$ cat src/design/mbe_pkg.sv
// Package: constants, widths and saturation helper for the Mandelbrot escape-time block.
package mbe_pkg;

  localparam int FRAC_BITS   = 28;
  localparam int COUNT_BITS  = 16;
  localparam int DATA_W      = 32;
  localparam int PROD_W      = 2 * DATA_W;
  localparam int LIMIT_W     = 16;
  localparam int SHIFT_W     = PROD_W - FRAC_BITS + 1;
  localparam int SUM_W       = PROD_W - FRAC_BITS + 3;

  localparam logic [COUNT_BITS-1:0] LIMIT_RESET = COUNT_BITS'(10000);
  localparam logic [PROD_W-1:0]     ESC_BOUND   = PROD_W'(4) << FRAC_BITS;

  // Clamp a wide signed sum into the signed data range
  function automatic logic signed [DATA_W-1:0] sat_data(input logic signed [SUM_W-1:0] v);
    logic signed [DATA_W-1:0] r;
    if (!v[SUM_W-1] && (|v[SUM_W-2:DATA_W-1])) begin
      r = {1'b0, {(DATA_W-1){1'b1}}};
    end else if (v[SUM_W-1] && !(&v[SUM_W-2:DATA_W-1])) begin
      r = {1'b1, {(DATA_W-1){1'b0}}};
    end else begin
      r = v[DATA_W-1:0];
    end
    return r;
  endfunction

endpackage

$ cat src/design/mandelbrot_escape_time_top.sv
// Top level: Mandelbrot escape-time iterator with one shared 32x32 multiplier.
//
// Input channel (in_valid_i / in_stall_o) carries one point c as c_real_i and
// c_imag_i, signed fixed point with FRAC_BITS fraction bits. A request is taken
// when valid is high and stall is low; stall stays high while a point is in work.
// Output channel (out_valid_o / out_stall_i) returns iteration_count_o and
// escaped_o from an output register; a result waits there while stalled.
// Configuration channel (cfg_valid_i / cfg_ready_o) writes iteration_limit;
// write it only while the block is idle. Reset sets the limit to 10000.
// Each iteration of z = z*z + c steps through S_RR, S_II, S_CHK, S_RI and
// S_UPD: the single multiplier forms zr*zr, then zi*zi, the escape test
// follows, then zr*zi is formed while zr is updated, and zi is updated last.
// A new point is taken only once the previous result has entered the output
// register and the sequencer is back in idle. A full result register under
// stall holds the sequencer in its final state until taken.
// Reset (rst_ni low, asynchronous) empties the output and returns to idle.
module mandelbrot_escape_time_top (
  input  logic                                  clk_i,
  input  logic                                  rst_ni,
  input  logic                                  in_valid_i,
  output logic                                  in_stall_o,
  input  logic signed [mbe_pkg::DATA_W-1:0]     c_real_i,
  input  logic signed [mbe_pkg::DATA_W-1:0]     c_imag_i,
  output logic                                  out_valid_o,
  input  logic                                  out_stall_i,
  output logic        [15:0]                    iteration_count_o,
  output logic                                  escaped_o,
  input  logic                                  cfg_valid_i,
  output logic                                  cfg_ready_o,
  input  logic        [mbe_pkg::LIMIT_W-1:0]    cfg_data_i
);
  import mbe_pkg::*;

  localparam logic [2:0] S_IDLE = 3'd0;
  localparam logic [2:0] S_RR   = 3'd1;
  localparam logic [2:0] S_II   = 3'd2;
  localparam logic [2:0] S_CHK  = 3'd3;
  localparam logic [2:0] S_RI   = 3'd4;
  localparam logic [2:0] S_UPD  = 3'd5;
  localparam logic [2:0] S_DONE = 3'd6;

  logic [2:0]                     state_q, state_d;
  logic [COUNT_BITS-1:0]          limit_q;
  logic [COUNT_BITS-1:0]          count_q, count_d;
  logic signed [DATA_W-1:0]       cr_q, ci_q;
  logic signed [DATA_W-1:0]       zr_q, zr_d, zi_q, zi_d;
  logic signed [PROD_W-1:0]       rr_q, ii_q, ri_q;
  logic                           esc_q, esc_d;
  logic                           out_valid_q;
  logic [COUNT_BITS-1:0]          out_count_q;
  logic                           out_esc_q;

  logic signed [DATA_W-1:0]       mul_a, mul_b;
  logic signed [PROD_W-1:0]       prod;
  logic        [PROD_W-1:0]       mag_sq;
  logic                           reach_four;
  logic signed [PROD_W-1:0]       diff;
  logic signed [SHIFT_W-1:0]      nr_sh, ni_sh;
  logic signed [SUM_W-1:0]        nr_sum, ni_sum;
  logic                           out_free;

  // Shared multiplier: operands picked by sequencer step
  assign mul_a = (state_q == S_II) ? zi_q : zr_q;
  assign mul_b = (state_q == S_RR) ? zr_q : zi_q;
  assign prod  = PROD_W'(mul_a) * PROD_W'(mul_b);

  // Escape test on |z|^2 at full width
  assign mag_sq     = rr_q + ii_q;
  assign reach_four = (mag_sq >> FRAC_BITS) >= ESC_BOUND;

  // New z parts: floor shift, add c, clamp
  assign diff   = rr_q - ii_q;
  assign nr_sh  = SHIFT_W'(diff >>> FRAC_BITS);
  assign ni_sh  = SHIFT_W'(ri_q >>> (FRAC_BITS - 1));
  assign nr_sum = SUM_W'(nr_sh) + SUM_W'(cr_q);
  assign ni_sum = SUM_W'(ni_sh) + SUM_W'(ci_q);

  assign out_free = !out_valid_q || !out_stall_i;

  // Sequencer
  always_comb begin
    state_d = state_q;
    count_d = count_q;
    zr_d    = zr_q;
    zi_d    = zi_q;
    esc_d   = esc_q;
    unique case (state_q)
      S_IDLE: begin
        if (in_valid_i) begin
          state_d = S_RR;
          count_d = '0;
          zr_d    = '0;
          zi_d    = '0;
          esc_d   = 1'b0;
        end
      end
      S_RR:  state_d = S_II;
      S_II:  state_d = S_CHK;
      S_CHK: begin
        if (count_q != '0 && reach_four) begin
          esc_d   = 1'b1;
          state_d = S_DONE;
        end else if (count_q >= limit_q) begin
          state_d = S_DONE;
        end else begin
          state_d = S_RI;
        end
      end
      S_RI: begin
        zr_d    = sat_data(nr_sum);
        state_d = S_UPD;
      end
      S_UPD: begin
        zi_d    = sat_data(ni_sum);
        count_d = count_q + COUNT_BITS'(1);
        state_d = S_RR;
      end
      S_DONE: begin
        if (out_free) state_d = S_IDLE;
      end
      default: state_d = S_IDLE;
    endcase
  end

  // Control registers
  always_ff @(posedge clk_i or negedge rst_ni) begin
    if (!rst_ni) begin
      state_q     <= S_IDLE;
      limit_q     <= LIMIT_RESET;
      out_valid_q <= 1'b0;
    end else begin
      state_q <= state_d;
      if (cfg_valid_i) limit_q <= cfg_data_i[COUNT_BITS-1:0];
      if (state_q == S_DONE && out_free) begin
        out_valid_q <= 1'b1;
      end else if (!out_stall_i) begin
        out_valid_q <= 1'b0;
      end
    end
  end

  // Datapath registers
  always_ff @(posedge clk_i) begin
    count_q <= count_d;
    zr_q    <= zr_d;
    zi_q    <= zi_d;
    esc_q   <= esc_d;
    if (state_q == S_IDLE && in_valid_i) begin
      cr_q <= c_real_i;
      ci_q <= c_imag_i;
    end
    if (state_q == S_RR) rr_q <= prod;
    if (state_q == S_II) ii_q <= prod;
    if (state_q == S_RI) ri_q <= prod;
    if (state_q == S_DONE && out_free) begin
      out_count_q <= count_q;
      out_esc_q   <= esc_q;
    end
  end

  assign in_stall_o        = (state_q != S_IDLE);
  assign cfg_ready_o       = 1'b1;
  assign out_valid_o       = out_valid_q;
  assign iteration_count_o = 16'(out_count_q);
  assign escaped_o         = out_esc_q;

endmodule
$ cat config.mk
export PLATFORM = sky130hd
export DESIGN_NAME = mandelbrot_escape_time_top
export DESIGN_NICKNAME = d
export VERILOG_FILES = /design/src/design/mbe_pkg.sv /design/src/design/mandelbrot_escape_time_top.sv
export SDC_FILE = /design/constraint.sdc
export NUM_CORES = 2
export LEC_CHECK = 0
export ABC_AREA = 1
export BUFFER_PORTS_ARGS = -buffer_cell sky130_fd_sc_hd__buf_2
export CORE_MARGIN = 8
export CORE_UTILIZATION = 30
export DETAILED_ROUTE_END_ITERATION = 10
export SYNTH_ARGS = -nofsm -noshare
export SYNTH_HDL_FRONTEND = slang
export SYNTH_SLANG_ARGS = --single-unit
$ cat constraint.sdc
create_clock -name clk_i -period 12 [get_ports clk_i]
set_input_delay 1.2 -clock clk_i [delete_from_list [all_inputs] [get_ports clk_i]]
set_output_delay 1.2 -clock clk_i [all_outputs]
set_load 0.05 [all_outputs]
# [Word-level counts from Yosys, hierarchy flattened]
# Index checks and enable logic that the tools add are counted.
[classes] n_eq_ne=10 add_sub_neg=5 reduce_logical=28 mul=1 muxes=21 n_lt_le_gt_ge=2
[ops] cell="$mux 32" count=7
[ops] cell="$pmux 32 s2" count=2
[ops] cell="$add 64x64->64" count=1
[ops] cell="$mul 32x32->64" count=1
[ops] cell="$sub 64x64->64" count=1
[ops] cell="$add 37x32->38" count=1
[ops] cell="$add 36x32->37" count=1
[ops] cell="$ge 36x31->1 const B" count=1
[ops] cell="$pmux 16 s2" count=1
[ops] cell="$pmux 3 s7" count=1
[ops] cell="$add 16x1->16 const B" count=1
[ops] cell="$ge 16x16->1" count=1
[ops] cell="$mux 16" count=1
[ops] cell="$reduce_bool 16->1" count=1
[ops] cell="$reduce_and 7->1" count=2
[ops] cell="$reduce_or 7->1" count=2
[ops] cell="$eq 3x3->1 const B" count=3
[ops] cell="$logic_and 1x1->1" count=7
[ops] cell="$eq 3x2->1 const B" count=2
[ops] cell="$logic_not 1->1" count=6
[ops] cell="$mux 3" count=2
[ops] cell="$ne 2x2->1 const B" count=3
[ops] cell="$reduce_and 2->1" count=3
[ops] cell="$reduce_bool 2->1" count=3
[ops] cell="9 further kinds" count=13
[totals] elab_cells=81 regBits=374 out_inout_bits=20 inputBits=85

# [Depth between registers and ports, before layout]
[logic_depth] depth_word=8 ltp_mapped=40 mapped_depth_nobuf=37

# [Worst setup path after synthesis]
# OpenSTA, ideal clock, no wires.
[synth_path] path_type="register to register" startpoint="reg state_q[0]" endpoint="reg ii_q[63], data pin" path_stages_with_launch=31 setup_time_ns=0.170 path_slack_ns=3.728 t_arrival_ns=8.103 path_buffers=2 required_time_ns=11.830 period_less_slack_ns=8.272 cell_sequence="dfrtp_1 nor2_1 nand2_1 buf_2 o21ai_1 clkinv_1 buf_2 nor2_1 fa_1 fa_1 fa_1 fa_1 inv_1 fa_1 inv_1 fa_1 inv_1 fa_1 inv_1 fa_1 ha_1 nand2_1 nor2_1 inv_1 nor2_1 inv_1 nor2_1 inv_1 o221a_2 nand2_1 xor2_1"
[synth_between] elab_chain_len=3 elab_cells_between_ends=5
[synth_lines] item="from (decl)" line_no="mandelbrot_escape_time_top.sv:42" source="logic [2:0] state_q, state_d;"
[synth_lines] item="from (signal assigned)" line_no="mandelbrot_escape_time_top.sv:132" source="state_q <= state_d;"
[synth_lines] item="$eq 3x2->1 / $eq 3x1->1 (equally long branches)" line_no="mandelbrot_escape_time_top.sv:63, mandelbrot_escape_time_top.sv:64"
[synth_lines] item="$mux 32 (on tied branches)" line_no="mandelbrot_escape_time_top.sv:63, mandelbrot_escape_time_top.sv:64"
[synth_lines] item="$mul 32x32->64 (*)" line_no="mandelbrot_escape_time_top.sv:65" source="assign prod = PROD_W'(mul_a) * PROD_W'(mul_b);"
[synth_lines] item="named net prod[63]" line_no="mandelbrot_escape_time_top.sv:54" source="logic signed [PROD_W-1:0] prod;"
[synth_lines] item="to (signal assigned)" line_no="mandelbrot_escape_time_top.sv:153" source="if (state_q == S_II) ii_q <= prod;"
[synth_lines] item="to (decl)" line_no="mandelbrot_escape_time_top.sv:47" source="logic signed [PROD_W-1:0] rr_q, ii_q, ri_q;"
# The timed path passes the listed nets; every way through them passes the cells marked *.
# A chain may end at the register's enable or synchronous reset.

# [Worst setup path in the final report]
[layout_path] startpoint="reg state_q[0]" endpoint="reg ri_q[63], data pin"
[layout_between] elab_chain_len=3 elab_cells_between_ends=5
[layout_lines] item="$eq 3x2->1 / $eq 3x1->1 (equally long branches)" line_no="mandelbrot_escape_time_top.sv:63, mandelbrot_escape_time_top.sv:64"
[layout_lines] item="$mux 32 (on tied branches)" line_no="mandelbrot_escape_time_top.sv:63, mandelbrot_escape_time_top.sv:64"
[layout_lines] item="$mul 32x32->64 (*)" line_no="mandelbrot_escape_time_top.sv:65"
[layout_lines] item="named net prod[63]" line_no="mandelbrot_escape_time_top.sv:54"
[layout_lines] item="to (signal assigned)" line_no="mandelbrot_escape_time_top.sv:154" source="if (state_q == S_RI) ri_q <= prod;"
[layout_lines] item="to (decl)" line_no="mandelbrot_escape_time_top.sv:47"
# Marked as above.

==> impl_metrics.env <==
export IMPL_period_needed_ps=11280
export IMPL_synth_xor_area_share_pct=2.33
export IMPL_place_congestion=0.975
export IMPL_clk_path_buf_depth=3
export IMPL_grt_pass1_vias=52800
export IMPL_synthSimpleGateAreaFrac_pct=17.9
export IMPL_synth_top_family_by_area="adder cells"
export IMPL_clockRootBuffer="clkbuf_16"
export IMPL_grt_ovfl_total=0
export IMPL_maxCapViolCount=1
export IMPL_end_kind="flop"
export IMPL_critPathArrivalTime_ps=11630
export IMPL_dp_hpwl_mm=187
export IMPL_grt_max_degree=65
export IMPL_failed_checks="max-capacitance violations"
export IMPL_grtUsageTotal_pct=20.1
export IMPL_htreeDepth=2
export IMPL_final_max_slew_viol_count=0
export IMPL_die_h_um=468
export IMPL_top_level_ports=105
export IMPL_cts_setup_buffers=0
export IMPL_grt_first_pass_wirelength_mm=333
export IMPL_routed_via_count=50900
export IMPL_yosys_area_share_adder_pct=43.5
export IMPL_synth_seq_area_share_pct=16.8
export IMPL_via_per_inst=4.96
export IMPL_die_area_um2=219000
export IMPL_wl_per_cell_um=21.9
export IMPL_synthArstFlopShare_pct=5.76
export IMPL_synth_top_area_cell="fa_1"
export IMPL_cts_reportedPaths_clkPinSlew_ps=60
export IMPL_initial_core_util_pct=30.1
export IMPL_numPortBuffers=103
export IMPL_fmax_mhz=88.6
export IMPL_yosysWarnings=0
export IMPL_hold_class="reg2reg"
export IMPL_place_ws_ps=457
export IMPL_cts_buffers=37
export IMPL_drtIter0Drc=4557
export IMPL_finalHoldViolCount=0
export IMPL_num_rows=166
export IMPL_tightest_slew_ps=1480
export IMPL_finalCritPeriodShare_pct=94.0
export IMPL_setup_tns_ps=0
export IMPL_wl_mm=224
export IMPL_crit_required_ps=12350
export IMPL_core_area_um2=204000
export IMPL_hold_buffers=0
export IMPL_drive_above_1_share_pct=4.77
export IMPL_clock_latency_ps=590
export IMPL_drc=0
export IMPL_drtPass1Iterations=6
export IMPL_synth_edf_count=327
export IMPL_die_x_um=468
export IMPL_synth_area_mux_share_pct=0.0184
export IMPL_ys_ff_latch=347
export IMPL_cts_sinks=347
export IMPL_synth_top_area_share_pct=35.4
export IMPL_fin_worst_skew_ps=49.8
export IMPL_syn_inst=7510
export IMPL_cts_tree="yes"
export IMPL_drtAntennaViolNets=0
export IMPL_synthToLayoutAreaGrowth_pct=8.31
export IMPL_setup_violations_final=0
export IMPL_syn_area_um2=61400
export IMPL_avgSynthCellArea_um2=8.17
export IMPL_outcome="complete, but fails checks"
export IMPL_rsz0062_at_grt="false"
export IMPL_critPathMaxStageDelay_ps=920
export IMPL_worst_setup_path_start_kind="flop"
export IMPL_fin_nets=9104
export IMPL_mostFrequentLayoutCells="inv_1, nand2_1, fa_1"
export IMPL_cpMaxStageDelayCell="fa_1"
export IMPL_synth_area_top_cells="fa_1, edfxtp_1, inv_1, nand2_1, ha_1"
export IMPL_synth_cell_types=64
export IMPL_cp_common_cell="fa_1"
export IMPL_worst_slack_ps=716
export IMPL_relSlewSlack_pct=1.46
export IMPL_fill_cells=21600
export IMPL_cp_max_fo=36
export IMPL_antenna_found_initial=11
export IMPL_crit_type="reg2reg"
export IMPL_synth_compound_area_share_pct=7.33
export IMPL_synth_nets=9078
export IMPL_synthFlopType="edfxtp_1"
export IMPL_final_common_cell="inv_1"
export IMPL_cts_resized=0
## Yosys cell counts (6+ instances only)
library cell,count
xnor2_1,45
a21o_1,31
nor2_1,965
nor3_1,58
buf_4,7
clkinv_1,20
xor2_1,118
a31oi_1,32
a221oi_1,6
a21oi_1,368
nand3_1,161
clkbuf_1,161
buf_2,24
o21ai_1,39
o21ai_0,217
nor2_2,7
and3_1,13
ha_1,399
nand4_1,38
fa_1,1084
inv_1,1718
dfrtp_1,15
o21ai_2,20
o21a_1,22
inv_2,12
nand2_2,20
buf_1,7
edfxtp_1,327
nand2_1,1467
o21bai_1,28
nor4_1,12
## metal layers
layer  GRT usage (%)  vias up  part of all wire [%]
met1            26.1    25500                    41
met3            3.75      492                   8.1
met2            33.1     2203                    46
li1                -    22700                     -
met4            8.15       12                   5.2
met5               0        -                 0.034
## area by class of cell
type / count / area, µm² / area share [%]
sequential: 347 / 10300 / 15.5
multi-input combinational: 5209 / 43700 / 65.8
tap: 2688 / 3360 / 5.06
antenna: 3 / 7.51 / 0.0113
clock inverter: 27 / 364 / 0.548
timing repair buffer: 191 / 1190 / 1.79
inverter: 1750 / 6570 / 9.88
clock buffer: 40 / 937 / 1.41
## registers in the layout, summed over array words and instances (netlist names)
name	flops
ii_q	64
rr_q	64
ri_q	37
ci_q	32
cr_q	32
zi_q	32
zr_q	32
count_q	16
iteration_count_o	16
limit_q	16
state_q	3
esc_q	1
escaped_o	1
out_valid_o	1
## logic make-up (layout without fill, tap and decap cells)
kind of cell	Yosys count	count (layout)
DFF	347	347
and+or+nand+nor	2761	2761
buffers and inverters	1954	2008
muxes	1	1
other	1	4
adders and majority gates	1483	1483
AOI/OAI and AO/OA	800	800
xor gates and xnor gates	163	163
## stage by stage
stage / utilization [%] / hold WS (ps) / std cells / area (µm²)
global placement: 31.9 / 482 / 10200 / 65100
floorplan: - / 400 / 7510 / 61400
CTS: 32.6 / 500 / 10300 / 66400
global route: 32.6 / 517 / 10300 / 66500
detailed placement: 31.9 / 486 / 10200 / 65100
finish: 32.6 / 506 / 10300 / 66500
## path summary, 6_finish.rpt
path	from	endpoint	slack (ps)	cells after the start
min reg2reg	limit_q[9]	limit_q[9]	510	2
min	limit_q[9]	limit_q[9]	510	2
max in group asynchronous	rst_ni	limit_q[13]	11040	1
min in group asynchronous	rst_ni	limit_q[5]	580	1
max reg2reg	state_q[0]	ri_q[63]	720	27
max	state_q[0]	ri_q[63]	720	27
## critical path: cells and delay by family, from the launching register on
family / cells / cell delay, ps
adder cells (fa/ha/maj): 9 / 5110
buffers and inverters: 8 / 1620
flip-flops: 1 / 440
XOR/XNOR: 1 / 410
AND/OR/NAND/NOR: 4 / 1130
AO/OA/AOI/OAI: 5 / 2250
Power is left out: the tool's default activity adds up to more than one toggle a clock period on the data nets, which glitch-free logic cannot reach.
